[config.mk]
export PLATFORM = sky130hd
export DESIGN_NAME = serial_angle_to_servo_pulse_unit
export DESIGN_NICKNAME = d
export VERILOG_FILES = /design/src/design/svp_pkg.sv /design/src/design/serial_angle_to_servo_pulse_unit.sv /design/src/design/svp_line_parser.sv
export SDC_FILE = /design/constraint.sdc
export NUM_CORES = 1
export LEC_CHECK = 0
export ABC_AREA = 0
export BUFFER_PORTS_ARGS = -buffer_cell sky130_fd_sc_hd__buf_2
export CORE_UTILIZATION = 35
export DETAILED_ROUTE_END_ITERATION = 6
export GPL_TIMING_DRIVEN = 0
export PLACE_DENSITY_LB_ADDON = 0.3
export SLEW_MARGIN = 40
export SYNTH_ARGS = -nofsm -noshare
export SYNTH_HDL_FRONTEND = slang
export SYNTH_HIERARCHICAL = 1
export SYNTH_SLANG_ARGS = --single-unit
[constraint.sdc]
create_clock -name clk -period 13.2 [get_ports clk]
set_input_delay 3.96 -clock clk [delete_from_list [all_inputs] [get_ports clk]]
set_output_delay 3.96 -clock clk [all_outputs]
set_load 0.05 [all_outputs]
[src/design/svp_pkg.sv]
// ----------------------------------------------------------------------------
// svp_pkg
// Shared types and constants for the serial angle to servo pulse unit.
// ----------------------------------------------------------------------------
package svp_pkg;

    localparam int ANGLE_W = 10;
    localparam int PULSE_W = 16;
    localparam int BYTE_W  = 8;
    localparam int CFG_IDX_W = 2;

    // Register indexes on the configuration port.
    localparam logic [CFG_IDX_W-1:0] CFG_MIN_PULSE = 2'd0;
    localparam logic [CFG_IDX_W-1:0] CFG_MAX_PULSE = 2'd1;

    localparam logic [PULSE_W-1:0] MIN_PULSE_RESET = 16'd500;
    localparam logic [PULSE_W-1:0] MAX_PULSE_RESET = 16'd2500;
    localparam logic [PULSE_W-1:0] PULSE_RESET     = 16'd1500;

    localparam logic [ANGLE_W-1:0] ANGLE_LIMIT = 10'd180;
    localparam logic [ANGLE_W-1:0] VALUE_CAP   = 10'd1023;

    localparam logic [BYTE_W-1:0] CHAR_CR = 8'h0D;
    localparam logic [BYTE_W-1:0] CHAR_LF = 8'h0A;
    localparam logic [BYTE_W-1:0] CHAR_0  = 8'h30;
    localparam logic [BYTE_W-1:0] CHAR_9  = 8'h39;

    // Width of |max-min| * angle, with angle at most 180.
    localparam int PROD_W = 24;
    // Quotient by 180 is taken as (n >> 2) / 45, done as a multiply by
    // ceil(2^28 / 45) and a shift; exact for every 22-bit dividend.
    localparam int QUOT_IN_W  = PROD_W - 2;
    localparam int RECIP_SH   = 28;
    localparam int RECIP_W    = 23;
    localparam logic [RECIP_W-1:0] RECIP_45 = 23'd5965233;
    localparam logic [PROD_W-1:0]  ROUND_UP = 24'd179;

    // Line closing event handed from the parser to the pulse pipeline.
    typedef struct packed {
        logic               close;
        logic [ANGLE_W-1:0] angle;
    } line_evt_t;

endpackage

[src/design/serial_angle_to_servo_pulse_unit.sv]
// ----------------------------------------------------------------------------
// serial_angle_to_servo_pulse_unit
// Turns received text lines holding an angle into a servo pulse width.
// ----------------------------------------------------------------------------
// The unit takes one received byte in every cycle while in_ready is high. A
// CR or LF that closes a non-empty line produces one result word: as the byte
// is taken, the line's value enters a capture stage; the product stage then
// forms |max-min| * angle, and the output register is loaded last, where the
// floor division by 180 (a reciprocal multiply) and the pulse update happen.
// The three stages advance independently, so bytes keep flowing while a result
// waits on the output; in_ready drops only when all three stages hold words
// and the output is stalled. Configuration writes are always taken (cfg_ready
// is high) and are meant to happen only while no line result is in flight.
module serial_angle_to_servo_pulse_unit
    import svp_pkg::*;
#(
    parameter int BUFFER_SIZE = 8
)
(
    input  logic                 clk,
    input  logic                 rst_n,

    input  logic                 cfg_valid,
    output logic                 cfg_ready,
    input  logic [CFG_IDX_W-1:0] cfg_index,
    input  logic [PULSE_W-1:0]   cfg_data,

    input  logic                 in_valid,
    output logic                 in_ready,
    input  logic [BYTE_W-1:0]    rx_byte,

    output logic                 out_valid,
    input  logic                 out_ready,
    output logic                 command_valid,
    output logic [ANGLE_W-1:0]   angle,
    output logic [PULSE_W-1:0]   pulse_width
);

    logic [PULSE_W-1:0] min_pulse_reg;
    logic [PULSE_W-1:0] max_pulse_reg;
    logic [PULSE_W-1:0] pulse_reg, pulse_next;

    line_evt_t evt;

    // Stage A: captured line value.
    logic               a_valid_reg;
    logic               a_ok_reg;
    logic               a_neg_reg;
    logic [ANGLE_W-1:0] a_angle_reg;
    logic [PULSE_W-1:0] a_dmag_reg;

    // Stage B: product.
    logic               b_valid_reg;
    logic               b_ok_reg;
    logic               b_neg_reg;
    logic [ANGLE_W-1:0] b_angle_reg;
    logic [PROD_W-1:0]  b_prod_reg;

    // Stage C: output register.
    logic               c_valid_reg;
    logic               c_ok_reg;
    logic [ANGLE_W-1:0] c_angle_reg;
    logic [PULSE_W-1:0] c_pulse_reg;

    logic c_free, b_free, a_free;
    logic load_a, load_b, load_c;

    logic [PULSE_W-1:0]           dmag;
    logic                         dneg;
    logic [PROD_W-1:0]            dividend;
    logic [QUOT_IN_W+RECIP_W-1:0] recip_prod;
    logic [PULSE_W-1:0]           quot;

    assign cfg_ready = 1'b1;

    assign c_free = !c_valid_reg || out_ready;
    assign b_free = !b_valid_reg || c_free;
    assign a_free = !a_valid_reg || b_free;

    assign in_ready = a_free;
    assign load_a   = evt.close;
    assign load_b   = a_valid_reg && b_free;
    assign load_c   = b_valid_reg && c_free;

    svp_line_parser #(
        .BUFFER_SIZE (BUFFER_SIZE)
    ) u_parser (
        .clk     (clk),
        .rst_n   (rst_n),
        .accept  (in_valid && in_ready),
        .rx_byte (rx_byte),
        .evt     (evt)
    );

    always_comb
    begin
        dneg = max_pulse_reg < min_pulse_reg;
        dmag = dneg ? (min_pulse_reg - max_pulse_reg) : (max_pulse_reg - min_pulse_reg);

        // A negative difference rounds toward minus infinity: -ceil(|p| / 180).
        dividend   = b_neg_reg ? (b_prod_reg + ROUND_UP) : b_prod_reg;
        recip_prod = (QUOT_IN_W+RECIP_W)'(dividend[PROD_W-1:2])
                   * (QUOT_IN_W+RECIP_W)'(RECIP_45);
        quot       = recip_prod[RECIP_SH +: PULSE_W];

        pulse_next = pulse_reg;
        if (b_ok_reg)
        begin
            pulse_next = b_neg_reg ? (min_pulse_reg - quot) : (min_pulse_reg + quot);
        end
    end

    always_ff @(posedge clk or negedge rst_n)
    begin
        if (!rst_n)
        begin
            min_pulse_reg <= MIN_PULSE_RESET;
            max_pulse_reg <= MAX_PULSE_RESET;
        end
        else if (cfg_valid && cfg_ready)
        begin
            if (cfg_index == CFG_MIN_PULSE)
            begin
                min_pulse_reg <= cfg_data;
            end
            else if (cfg_index == CFG_MAX_PULSE)
            begin
                max_pulse_reg <= cfg_data;
            end
        end
    end

    always_ff @(posedge clk or negedge rst_n)
    begin
        if (!rst_n)
        begin
            a_valid_reg <= 1'b0;
            b_valid_reg <= 1'b0;
            c_valid_reg <= 1'b0;
            pulse_reg   <= PULSE_RESET;
        end
        else
        begin
            if (load_a)
            begin
                a_valid_reg <= 1'b1;
            end
            else if (load_b)
            begin
                a_valid_reg <= 1'b0;
            end

            if (load_b)
            begin
                b_valid_reg <= 1'b1;
            end
            else if (load_c)
            begin
                b_valid_reg <= 1'b0;
            end

            if (load_c)
            begin
                c_valid_reg <= 1'b1;
                pulse_reg   <= pulse_next;
            end
            else if (out_ready)
            begin
                c_valid_reg <= 1'b0;
            end
        end
    end

    always_ff @(posedge clk)
    begin
        if (load_a)
        begin
            a_angle_reg <= evt.angle;
            a_ok_reg    <= evt.angle <= ANGLE_LIMIT;
            a_neg_reg   <= dneg;
            a_dmag_reg  <= dmag;
        end
        if (load_b)
        begin
            b_angle_reg <= a_angle_reg;
            b_ok_reg    <= a_ok_reg;
            b_neg_reg   <= a_neg_reg;
            b_prod_reg  <= PROD_W'(a_dmag_reg) * PROD_W'(a_angle_reg[7:0]);
        end
        if (load_c)
        begin
            c_angle_reg <= b_angle_reg;
            c_ok_reg    <= b_ok_reg;
            c_pulse_reg <= pulse_next;
        end
    end

    assign out_valid     = c_valid_reg;
    assign command_valid = c_ok_reg;
    assign angle         = c_angle_reg;
    assign pulse_width   = c_pulse_reg;

    property p_reject_keeps_pulse;
        @(posedge clk) disable iff (!rst_n)
        (load_c && !b_ok_reg) |=> (pulse_reg == $past(pulse_reg));
    endproperty
    a_reject_keeps_pulse: assert property (p_reject_keeps_pulse)
        else $error("rejected command changed the pulse width");

    property p_out_matches_pulse;
        @(posedge clk) disable iff (!rst_n)
        out_valid |-> (pulse_width == pulse_reg);
    endproperty
    a_out_matches_pulse: assert property (p_out_matches_pulse)
        else $error("shown pulse width differs from the pulse register");

    property p_valid_angle_in_range;
        @(posedge clk) disable iff (!rst_n)
        (out_valid && command_valid) |-> (angle <= ANGLE_LIMIT);
    endproperty
    a_valid_angle_in_range: assert property (p_valid_angle_in_range)
        else $error("accepted command with angle above the limit");

    property p_stall_only_when_full;
        @(posedge clk) disable iff (!rst_n)
        !in_ready |-> (a_valid_reg && b_valid_reg && c_valid_reg && !out_ready);
    endproperty
    a_stall_only_when_full: assert property (p_stall_only_when_full)
        else $error("input stalled while the pipeline had room");

endmodule

[src/design/svp_line_parser.sv]
// ----------------------------------------------------------------------------
// svp_line_parser
// Collects received bytes into lines and builds the leading decimal value.
// ----------------------------------------------------------------------------
module svp_line_parser
    import svp_pkg::*;
#(
    parameter int BUFFER_SIZE = 8
)
(
    input  logic              clk,
    input  logic              rst_n,
    input  logic              accept,
    input  logic [BYTE_W-1:0] rx_byte,
    output line_evt_t         evt
);

    localparam int CNT_W = (BUFFER_SIZE > 2) ? $clog2(BUFFER_SIZE) : 1;
    localparam logic [CNT_W-1:0] CNT_MAX = CNT_W'(BUFFER_SIZE - 1);

    logic [CNT_W-1:0]   char_count_reg, char_count_next;
    logic [ANGLE_W-1:0] digit_value_reg, digit_value_next;
    logic               digits_ended_reg, digits_ended_next;

    logic               is_eol;
    logic               is_digit;
    logic [13:0]        accum;

    always_comb
    begin
        is_eol   = rx_byte inside {CHAR_CR, CHAR_LF};
        is_digit = rx_byte inside {[CHAR_0:CHAR_9]};
        accum    = 14'(digit_value_reg) * 14'd10 + 14'(rx_byte - CHAR_0);

        char_count_next   = char_count_reg;
        digit_value_next  = digit_value_reg;
        digits_ended_next = digits_ended_reg;

        if (accept)
        begin
            if (is_eol)
            begin
                if (char_count_reg != '0)
                begin
                    char_count_next   = '0;
                    digit_value_next  = '0;
                    digits_ended_next = 1'b0;
                end
            end
            else if (char_count_reg < CNT_MAX)
            begin
                char_count_next = char_count_reg + 1'b1;
                if (!digits_ended_reg)
                begin
                    if (is_digit)
                    begin
                        digit_value_next = (accum > 14'(VALUE_CAP)) ? VALUE_CAP
                                                                    : accum[ANGLE_W-1:0];
                    end
                    else
                    begin
                        digits_ended_next = 1'b1;
                    end
                end
            end
        end

        evt.close = accept && is_eol && (char_count_reg != '0);
        evt.angle = digit_value_reg;
    end

    always_ff @(posedge clk or negedge rst_n)
    begin
        if (!rst_n)
        begin
            char_count_reg   <= '0;
            digit_value_reg  <= '0;
            digits_ended_reg <= 1'b0;
        end
        else
        begin
            char_count_reg   <= char_count_next;
            digit_value_reg  <= digit_value_next;
            digits_ended_reg <= digits_ended_next;
        end
    end

    property p_count_bounded;
        @(posedge clk) disable iff (!rst_n)
        char_count_reg <= CNT_MAX;
    endproperty
    a_count_bounded: assert property (p_count_bounded)
        else $error("line character count beyond buffer");

    property p_close_clears;
        @(posedge clk) disable iff (!rst_n)
        evt.close |=> (char_count_reg == '0) && (digit_value_reg == '0) && !digits_ended_reg;
    endproperty
    a_close_clears: assert property (p_close_clears)
        else $error("line state not cleared after closing a line");

    property p_no_growth_when_ended;
        @(posedge clk) disable iff (!rst_n)
        (digits_ended_reg && !evt.close) |=> $stable(digit_value_reg);
    endproperty
    a_no_growth_when_ended: assert property (p_no_growth_when_ended)
        else $error("digit value changed after the digit run ended");

endmodule
==> results, run 1 <==
- The run finished with clean final reports.
- Yosys mapped a number of flops with a built-in enable equal to between 90 and 100.
- The max capacitance violation total is 0.
- The H-tree level count is 4.
- In the routed layout, each cell is associated on average with a via count of 4.92.
- Once detailed placement completed, the half-perimeter wirelength came to between 30 and 40 mm.
- Measured on the finished design, the core utilization comes to a little under 40%.
- The cell area that synthesis handed to floorplanning was 20,100 um^2.
- The clock arrives with between 0.01 and 0.015 ns of skew.
- In this run the critical register-to-register path is launched from b_prod_reg[2]$_DFFE_PP_.
- The CTS tree is done.
- Counting flops and latches in the post-synthesis netlist gives 156.
- The combined global-route utilization of all metal layers is between 10% and 20%.
- Dividing the detail-routed wire length by the instance count gives about 16 um.
- The kind of cell adding the most delay to the critical path is adder cells.
- The buffers plus inverters on the worst setup path is 6.
- The post-synthesis area per instance is 9.74 um^2.
- The root buffer cell chosen for the clock tree is clkbuf_16.
- The number of pins exceeding their max-slew limit in the final report is 0.
- For this run, the post-layout net count is approximately 2,700.
- The setup violation total in the final timing report is 0.
- After layout, the minimum clock period comes to 11.17 ns.
- The via count of the first global-routing pass is 14,700.
- Synthesis produced a netlist with a net count of ~2,600.
- The number of antenna violations at the first check in global routing was 0.
- Across all layers, the routed design uses 14,300 vias.
- The type of destination of the critical path is a register.
- For this run, the leading register cell type out of synthesis is edfxtp_1.
- The setup slack after layout is between 2 and 2.5 ns.
- In this run the deepest clock path goes through 2 buffers.
- The source-to-sink clock delay at the later pin of the worst-skew pair is between 0.4 and 0.5 ns.
- The maximum clock rate is around 90 MHz.
- The total of cells resized after clock tree synthesis is 0.
- 0 antenna diodes ended up in the layout.
- The final count of hold timing violations is 0.
- Relative to the synthesized area, the layout overhead comes to 9.38%.
- The share of power burned in registers is about a third.
- STA puts the critical path data required time at ~13 ns.
- In this run, post-CTS hold repair placed 0 buffers.
- The initial DRC count is 669.
- At the end of routability-driven placement, the weighted congestion stood at 0.905.
- The register with the most flip-flops in the layout has 24 of them.
- The total overflow left after global routing is 0.
- Combinational cells account for between 40% and 50% of the total power.
- The fraction of power consumed by the clock network is between 20% and 30%.
- The arrival time of data at the critical path endpoint is 11.37 ns.
- In this run, CTS created clock tree buffers numbering 17.
- In this run the most critical hold path is launched from a_ok_reg$_DFFE_PP_.
- The synthesized instance count is ~2,000.
- Once detail routing completed, the nets flagged for antenna violations numbered 0.
- The routed wire length is approximately 47 mm.
- The detailed-route DRC error count is 0.
- The first detailed-routing pass took 7 iterations.
- In the final layout, the share of cells above drive strength 1 is approximately 8.6%.
- The floorplan has 87 rows.
- The largest net degree at the start of global routing is 48.
- Setup repair after global routing left no endpoint under its margin.
- The clock-pin transition on the worst setup and hold timing paths is 0.07 ns.
- The internal power of the cells is around 1.2 mW.
- The element type at the critical path start is a register.
- Among the stages of the critical path, the cell type that occurs most often is fa_1.
- The total I/O pin count is slightly above 60.
- For this run, the register share of the synthesized area comes to 21.8%.
- The number of I/O port buffers is a little under 60.
- The wire length of the first global-routing pass is around 76 mm.
- The class of the most critical hold timing path is reg2reg.
- Of all nets on the critical path, the largest fanout is 5.
- Yosys mapped the design onto a little over 80 distinct sky130hd cell types.
- The critical path starts at b_prod_reg[2]$_DFFE_PP_.
- The slew at the pin with the worst max-slew slack is 0.809 ns.
- The worst-case setup slack after placement is approximately 2 ns.
- The total power per unit cell area is ~87 nW/um^2.
- The worst setup path is of the reg2reg kind.
- The slowest cell on the critical path is xor2_1.
- The total number of yosys warnings is 6.
- For this run, asynchronously set or reset flops after synthesis account for between 40% and 50%.
- The reported net switching power is 0.723 mW.
- Buffers added to address setup during post-CTS repair amount to 0.
- The stage delay of the slowest cell on the critical path is ~0.63 ns.
- The sink count of the clock tree is about 160.
- The worst-case IR drop observed on VDD is roughly 0.12 mV.
- The area of the core is about 56,000 um^2.
- The fraction of the cycle the final worst path needs is 84.6%.
- The final setup TNS is 0 ns.
- The relative slew slack is roughly 46%.
- The die boundary height is approximately 240 um.
- The number of placed instances, taps included, is 2,877.
- The starting utilization of the core area is 35.5%.
- For this run, the number of standard cells in the final layout without fillers is 2,909.
- The floorplan step set the die width to ~240 um.
- The die footprint is between 50,000 and 60,000 um^2.
- The switching part of the total is a little under two fifths.
- In this run the static leakage power is ~11 nW.
==> cell families (layout without fill, tap and decap cells) <==
family / count (synthesis) / in the layout / synth area share (%)
adder cells (fa/ha/maj): 518 / 518 / 40.3
other: 1 / 1 / 0.0187
AND/OR/NAND/NOR: 436 / 436 / 10.7
AO/OA/AOI/OAI: 328 / 328 / 10.7
XOR/XNOR: 119 / 119 / 5.19
buffers and inverters: 455 / 548 / 8.62
flip-flops: 156 / 156 / 21.8
multiplexers: 47 / 47 / 2.63
==> routing by layer <==
layer | vias up | part of all wire [%] | wire [um] | GRT usage, %
met3 | 55 | 3.5 | 1650 | 2.67
li1 | 6928 | - | - | -
met4 | 0 | 2.3 | 1090 | 5.14
met2 | 249 | 49 | 22700 | 28.5
met1 | 7089 | 46 | 21300 | 21.5
met5 | - | 0 | 0 | 0
==> cells in the mapped netlist (3+ instances only) <==
cell type | instances | share of area (%)
o22ai_1 | 6 | 0.19
nand3_1 | 26 | 0.65
a21boi_0 | 4 | 0.15
clkbuf_1 | 29 | 0.54
nor4b_1 | 3 | 0.13
mux2_2 | 36 | 2.0
ha_1 | 303 | 19
nor2_1 | 80 | 1.5
xor2_1 | 41 | 1.8
a31oi_1 | 17 | 0.53
and3_1 | 10 | 0.31
a21oi_1 | 85 | 2.1
nand2b_1 | 17 | 0.53
or3_1 | 4 | 0.12
o211ai_1 | 7 | 0.26
edfxtp_1 | 91 | 14
o21bai_1 | 13 | 0.49
o21ai_0 | 70 | 1.7
a21oi_2 | 3 | 0.13
a221o_1 | 3 | 0.15
a31o_2 | 3 | 0.13
o21a_1 | 14 | 0.52
nand4_1 | 11 | 0.34
and2_1 | 70 | 2.2
dfrtp_1 | 47 | 5.9
nand3b_1 | 3 | 0.11
a221oi_1 | 4 | 0.17
nor3_1 | 15 | 0.37
xnor2_1 | 78 | 3.4
fa_1 | 215 | 21
mux2i_1 | 10 | 0.50
nor2b_1 | 14 | 0.44
or2_2 | 6 | 0.19
o31a_1 | 3 | 0.13
nand2_1 | 158 | 3.0
o41ai_1 | 3 | 0.13
a21o_1 | 51 | 1.9
inv_1 | 421 | 7.9
a211oi_1 | 12 | 0.45
dfstp_2 | 18 | 2.4
==> through the flow <==
step	instance area [um^2]	total power, mW	hold slack, ns
4_1_cts	22000	1.94	0.421
6_report	22000	1.92	0.420
3_5_place_dp	21400	1.44	0.405
2_1_floorplan	20100	1.23	0.400
5_1_grt	22000	2.06	0.427
3_3_place_gp	21300	1.42	0.405
==> power groups by stage <==
stage / Sequential, mW / Clock (mW) / Combinational [mW]
2_1_floorplan: 0.606 / 0 / 0.625
3_3_place_gp: 0.617 / 0 / 0.800
3_5_place_dp: 0.619 / 0 / 0.817
4_1_cts: 0.609 / 0.509 / 0.823
5_1_grt: 0.613 / 0.530 / 0.920
6_report: 0.609 / 0.492 / 0.817
==> cell usage in the layout (no fill, tap or decap), types with 7 or more instances in the layout <==
master     count
a211oi_1      12
a21o_1        51
a21oi_1       85
a31oi_1       17
and2_1        69
and3_1        10
buf_2         59
clkbuf_1      30
clkbuf_16     18
dfrtp_1       47
dfstp_2       18
edfxtp_1      91
fa_1         215
ha_1         303
inv_1        420
mux2_2        36
mux2i_1       10
nand2_1      158
nand2b_1      17
nand3_1       26
nand4_1       11
nor2_1        80
nor2b_1       14
nor3_1        15
o211ai_1       7
o21a_1        14
o21ai_0       70
o21bai_1      13
xnor2_1       78
xor2_1        41
==> area by class of cell <==
type	count	area [um^2]
sequential	156	4380
tap	756	946
buffer	34	151
inverter	421	1580
clock inverter	12	115
fill	5604	34500
timing repair buffer	61	349
multi-input combinational	1449	14000
clock buffer	20	468
==> worst paths after layout <==
check	endpoint	slack [ns]	depth (start not counted)
min in group asynchronous	u_parser/digit_value_reg[9]$_DFFE_PN0P_	3.34	1
setup / recovery	pulse_width[14]$_DFFE_PP_	2.03	42
hold reg to reg	b_ok_reg$_DFFE_PP_	0.42	0
setup reg to reg	pulse_width[14]$_DFFE_PP_	2.03	42
hold / removal	b_ok_reg$_DFFE_PP_	0.42	0
max in group asynchronous	pulse_reg[3]$_DFFE_PN1P_	9.29	2
No activity file was read; power rests on OpenSTA's default activity.
==> run 2: changes to the inputs <==
Clock period 13.2 ns to 10 ns, I/O delays scaled along.
==> results, run 2 (synthesis results as in run 1) <==
- STA classifies the critical path startpoint as a register.
- For this block, the routed nets add up to 48.5 mm of wire.
- Dividing the detail-routed wire length by the instance count gives 16.4 um.
- The share of power burned in registers is roughly 30%.
- The biggest fanout along the worst timing path is 5.
- The repair_antennas step left the layout with diodes totalling 0.
- The first global-routing pass estimated between 70 and 80 mm of wire.
- The reported net switching power is approximately 1.0 mW.
- The clock buffer count from CTS is 17.
- The library cell used most frequently in the layout, excluding fill and tap cells, is inv_1.
- The number of search-and-repair iterations in the first detailed-routing pass is 5.
- The minimum period implied by the final worst setup slack is roughly 9.7 ns.
- The combinational fraction of design power is between 40% and 50%.
- The buffer depth of the longest clock path is 2.
- The number of pins exceeding their max-slew limit in the final report is 0.
- During I/O placement, the number of pins put on the boundary was 61.
- The fraction of the cycle the final worst path needs is 97.1%.
- The final count of hold timing violations is 0.
- For the pin with the worst max-slew slack, the measured transition is between 0.7 and 0.8 ns.
- Total power for the finished layout comes to about 2.7 mW.
- The relative slew slack is a little under half.
- The area growth from synthesis to layout is 15.0%.
- Cells with a size suffix above 1 make up roughly 15% of the layout.
- The largest net degree at the start of global routing is 48.
- The internal power of the cells is 1.64 mW.
- The final weighted congestion in routability-driven placement is approximately 0.91.
- The initial DRC count is 644.
- The clock network burns 24.6% of the power.
- The floorplan row count is 87.
- After legalization and detailed placement, the total HPWL measured roughly 40 mm.
- From left edge to right edge, the die measures 241 um.
- The flow ran to the end, and the final reports show no timing, DRC or antenna violations.
- The worst-case IR drop observed on VDD is ~0.16 mV.
- The final setup skew is 0.0126 ns.
- The net count of the finished layout is around 2,700.
- The clock tree root driver cell is clkbuf_16.
- The die boundary height is about 240 um.
- The max capacitance violation total is 0.
- Counting stages on the worst path, the most repeated cell is fa_1.
- The stage delay of the slowest cell on the critical path is 0.52 ns.
- The path class of the tightest hold or removal check is reg2reg.
- The post-cts hold buffer count is 0.
- The total power per unit cell area is roughly 110 nW/um^2.
- The worst setup path is captured at a register.
- The die footprint is ~58,000 um^2.
- The final route contains about 15,000 vias.
- The number of antenna violations at the first check in global routing is 0.
- The total area inside the core boundary comes to 56,500 um^2.
- The number of placed instances, taps included, is ~2,900.
- The CTS tree is done.
- After detailed routing, the number of remaining DRC violations is 0.
- In the layout the commonest cells are inv_1 (409), ha_1 (284), fa_1 (208).
- The detail route stage leaves a number of antenna-violating nets equal to 0.
- The via count of the first global-routing pass was approximately 15,000.
- The largest individual stage delay along the critical path comes from the cell fa_1.
- The switching part of the total is 38.0%.
- The critical setup path kind is reg2reg.
- After filler insertion, the fill cell instance count of the layout stands at 5,466.
- The flip-flop count of the largest register, all copies and words added is 24.
- The initial utilization of the core area, before any placement, comes to approximately 36%.
- Setup violations remaining at the end of the flow were counted as 0.
- The endpoint required time on the critical path is about 10 ns.
- Summed over all cells, the static leakage comes to roughly 11 nW.
- The total overflow left after global routing is 0.
- The combined global-route utilization of all metal layers is about 17%.
- The ratio of routed vias to standard cells is a little under 5.
- Data on the critical path arrives at its endpoint at 9.89 ns.
- The maximum clock rate is slightly above 100 MHz.
- The sink count of the clock tree is 156.
- The number of I/O port buffers is between 50 and 60.
- At the later pin of the worst-skew pair, clock insertion delay measures ~0.46 ns.
- The finished layout holds around 3,000 standard cells, fillers aside.
- After clock tree synthesis, the clock-pin slew on the worst setup and hold paths is ~0.070 ns.
- CTS built an H-tree with a depth of 4.
## run 2: area by class of cell
cell class / instances / area, um^2 / share of cell area (%)
sequential: 156 / 4380 / 19.0
timing repair buffer: 106 / 711 / 3.08
clock buffer: 20 / 468 / 2.03
inverter: 421 / 1580 / 6.84
multi-input combinational: 1449 / 14700 / 63.8
tap: 756 / 946 / 4.10
clock inverter: 12 / 115 / 0.499
buffer: 34 / 153 / 0.661
## run 2: critical path: cells and delay by family, from the launching register on
family,cells,cell delay (ns)
simple gates,7,0.93
flops,1,0.34
xor+xnor,3,0.82
buf+inv,7,0.58
compound gates,17,3.11
fa+ha+maj,9,3.65
## run 2: routing by layer
layer | part of all wire (%) | vias up | routed length, um | track usage [%]
met5 | 0 | - | 0 | 0
met4 | 2.4 | 0 | 1170 | 5.31
met3 | 3.1 | 68 | 1490 | 2.76
met2 | 49 | 246 | 23900 | 29.1
met1 | 45 | 7247 | 22000 | 21.6
li1 | - | 7015 | - | -
## run 2: worst paths after layout
path                                               start                                 endpoint  slack, ns  cells after the start
worst max register to register   b_prod_reg[0]$_DFFE_PP_                pulse_width[12]$_DFFE_PP_       0.29                     43
worst min-delay path            a_angle_reg[8]$_DFFE_PP_                 b_angle_reg[8]$_DFFE_PP_       0.42                      0
worst min register to register  a_angle_reg[8]$_DFFE_PP_                 b_angle_reg[8]$_DFFE_PP_       0.42                      0
max in group asynchronous                          rst_n                 pulse_reg[3]$_DFFE_PN1P_       7.04                      2
worst max-delay path             b_prod_reg[0]$_DFFE_PP_                pulse_width[12]$_DFFE_PP_       0.29                     43
min in group asynchronous                          rst_n  u_parser/digit_value_reg[6]$_DFFE_PN0P_       2.38                      1
## run 2: power by group through the flow
stage	Clock, mW	Combinational [mW]	Sequential, mW
final	0.652	1.20	0.803
after CTS	0.673	1.12	0.804
after floorplan	0	0.825	0.801
after detailed placement	0	1.08	0.817
after global placement	0	1.06	0.815
after global routing	0.701	1.34	0.809
## run 2: timing repair
item / 4_1_cts / 5_1_grt
pin swaps: 22 / 75
setup endpoints to repair: 22 / 16
resized for setup: 48 / 93
buffers inserted: 20 / 26
## run 2: stage by stage
step                      TNS, ns  worst slack, ns  area (um^2)  hold slack [ns]  utilization (%)
final                           0            0.289        23100            0.421             40.9
after global routing       -0.719           -0.165        23100            0.427             40.9
after CTS                       0          0.00829        22400            0.421             39.6
after detailed placement   -12.01            -1.15        21400            0.405             37.8
after global placement      -9.66            -1.04        21300            0.405             37.7
after floorplan                 0            0.161        20100            0.400                -
==> run 3: changes to the inputs <==
Settings changed: SETUP_SLACK_MARGIN from default to 0.4.
==> results, run 3 (synthesis results as in run 1) <==
- The class of the most critical hold timing path is reg2reg.
- The leakage power figure is roughly 11 nW.
- The largest net degree at the start of global routing is 57.
- The area of the core is about 56,000 um^2.
- The top cell types in the final layout, fill and taps aside, are inv_1 (411), ha_1 (285), fa_1 (212).
- The via count of the first global-routing pass is between 15,000 and 20,000.
- Among all stages on the critical path, the largest delay is contributed by fa_1.
- The critical path is of the reg2reg type.
- STA puts the critical path data required time at 10.20 ns.
- The final standard cell utilization of the core is about two fifths.
- The number of search-and-repair iterations in the first detailed-routing pass is 5.
- The combined global-route utilization of all metal layers is 17.1%.
- Clock-pin slew was measured on the worst setup and hold paths at 0.07 ns.
- Dividing the detail-routed via count by the number of cells gives roughly 5.
- Once the floorplan was initialized, standard cells occupied a little over a third of the core.
- The count of antenna-violating nets left after detailed routing is 0.
- The first routing iteration left about 630 violations.
- The final setup skew is about 0.012 ns.
- The setup slack on the worst flop-to-flop path is 0.34 ns.
- In this run, CTS created clock tree buffers numbering 17.
- Max-cap violations in this run came to 0.
- CTS saw around 160 sinks.
- The relative slew slack is 50.8%.
- The number of antenna violations at the first check in global routing is 0.
- The die covers roughly 60,000 um^2.
- For this design, the CTS-stage hold fixing added 0 buffers.
- The total I/O pin count is a little over 60.
- STA classifies the critical path endpoint as a register.
- Counting the fill cells in the layout gives roughly 5,500.
- The first global-routing pass estimated a little under 80 mm of wire.
- The tree is rooted in a clkbuf_16.
- The floorplan row count is 87.
- The total power per unit cell area is about 120 nW/um^2.
- The flip-flop count of the largest register, all copies and words added is 24.
- Static timing analysis puts the maximum clock frequency at around 100 MHz.
- The fraction of the cycle the final worst path needs is about 97%.
- The library cell used most frequently in the layout, excluding fill and tap cells, is inv_1.
- The instance count along the most critical hold path is 0.
- The fraction of layout instances using a drive strength above 1 is between 10% and 20%.
- The H-tree level count is 4.
- The placed wire-length estimate is between 30 and 40 mm.
- The detailed-route DRC error count is 0.
- The overflow left after global routing is 0.
- The source-to-sink clock delay at the later pin of the worst-skew pair is 0.46 ns.
- The CTS tree is done.
- The area growth from synthesis to layout is 16.3%.
- At the pin with the least slew margin, the transition time is about 0.74 ns.
- The run finished with clean final reports.
- Setup repair after global routing could not meet its margin everywhere.
- The minimum period implied by the final worst setup slack is around 9.7 ns.
- Setup violations remaining at the end of the flow were counted as 0.
- The stage delay of the slowest cell on the critical path is 0.56 ns.
- The worst-case vdd ir drop is ~0.14 mV.
- In the final routed layout, each cell accounts on average for roughly 16 um.
- The worst register-to-register path has a depth of 43.
- The total via count in the routed design is approximately 15,000.
- The routed wire length is about 48 mm.
- The number of pins exceeding their max-slew limit in the final report is 0.
- Of all nets on the critical path, the largest fanout is 5.
- The floorplan step set the die width to around 240 um.
- The worst setup path is launched from a register.
- The number of nets in the final layout is between 2,000 and 3,000.
- The final count of hold timing violations is 0.
- Among the stages of the critical path, the cell type that occurs most often is fa_1.
- The final weighted congestion in routability-driven placement is around 0.9.
- The number of antenna diodes is 0.
- Hold timing on the final database bottoms out at a slack of roughly 0.42 ns.
- The arrival time of data at the critical path endpoint is a little under 10 ns.
- The buffer depth of the longest clock path is 2.
- The number of I/O port buffers is roughly 60.
- The die boundary height is between 200 and 250 um.
[run 3: per-layer routing]
metal / up-vias / wire length, um / global-route usage (%)
li1: 7039 / - / -
met1: 7230 / 21600 / 21.9
met2: 246 / 23600 / 29.6
met3: 61 / 1630 / 2.31
met4: 0 / 1290 / 5.73
met5: - / 0 / 0
[run 3: repair_timing]
item,4_1_cts,5_1_grt
setup buffers,41,20
pin swaps,69,19
hold endpoints to repair,0,0
setup endpoints to repair,24,19
gates resized for setup,105,37
[run 3: metrics by stage]
stage	setup TNS (ns)	worst slack [ns]	instances	cell area (um^2)	power, mW
after floorplan	0	0.400	2060	20100	1.63
after global placement	-6.81	-0.855	2875	21300	1.87
after detailed placement	-9.52	-1.03	2878	21400	1.90
after CTS	0	0.375	2951	23000	2.72
after global routing	-0.195	-0.0793	2971	23300	2.93
final	0	0.342	2971	23300	2.74
[run 3: cell type report]
type / instances / area [um^2] / share of cell area, %
sequential: 156 / 4380 / 18.8
buffer: 34 / 153 / 0.654
inverter: 421 / 1580 / 6.77
timing repair buffer: 123 / 873 / 3.74
tap: 756 / 946 / 4.05
multi-input combinational: 1449 / 14800 / 63.3
clock buffer: 17 / 425 / 1.82
clock inverter: 15 / 204 / 0.874
[run 3: report_power, final]
| part | switching (mW) | leakage (nW) | internal [mW] | total (mW) |
|---|---|---|---|---|
| Combinational | 0.677 | 9.55 | 0.557 | 1.23 |
| Sequential | 0.0417 | 1.61 | 0.761 | 0.803 |
| Clock | 0.303 | 0.305 | 0.402 | 0.705 |
| Total | 1.02 | 11.5 | 1.72 | 2.74 |
[run 3: path summary, 6_finish.rpt]
kind	from	end
max	b_prod_reg[3]$_DFFE_PP_	pulse_width[10]$_DFFE_PP_
min	b_angle_reg[8]$_DFFE_PP_	angle[8]$_DFFE_PP_
max reg2reg	b_prod_reg[3]$_DFFE_PP_	pulse_width[10]$_DFFE_PP_
min reg2reg	b_angle_reg[8]$_DFFE_PP_	angle[8]$_DFFE_PP_
max in group asynchronous	rst_n	pulse_reg[4]$_DFFE_PN1P_
min in group asynchronous	rst_n	u_parser/digit_value_reg[3]$_DFFE_PN0P_
[run 3: critical path, delay by kind of cell (launching register included)]
kind                     cells  cell delay (ns)
flip-flops                   1             0.35
multiplexers                 1             0.28
buffers and inverters        9             0.83
XOR/XNOR                     3             0.59
adder cells (fa/ha/maj)     10             4.08
AND/OR/NAND/NOR              5             0.57
AO/OA/AOI/OAI               15             2.69
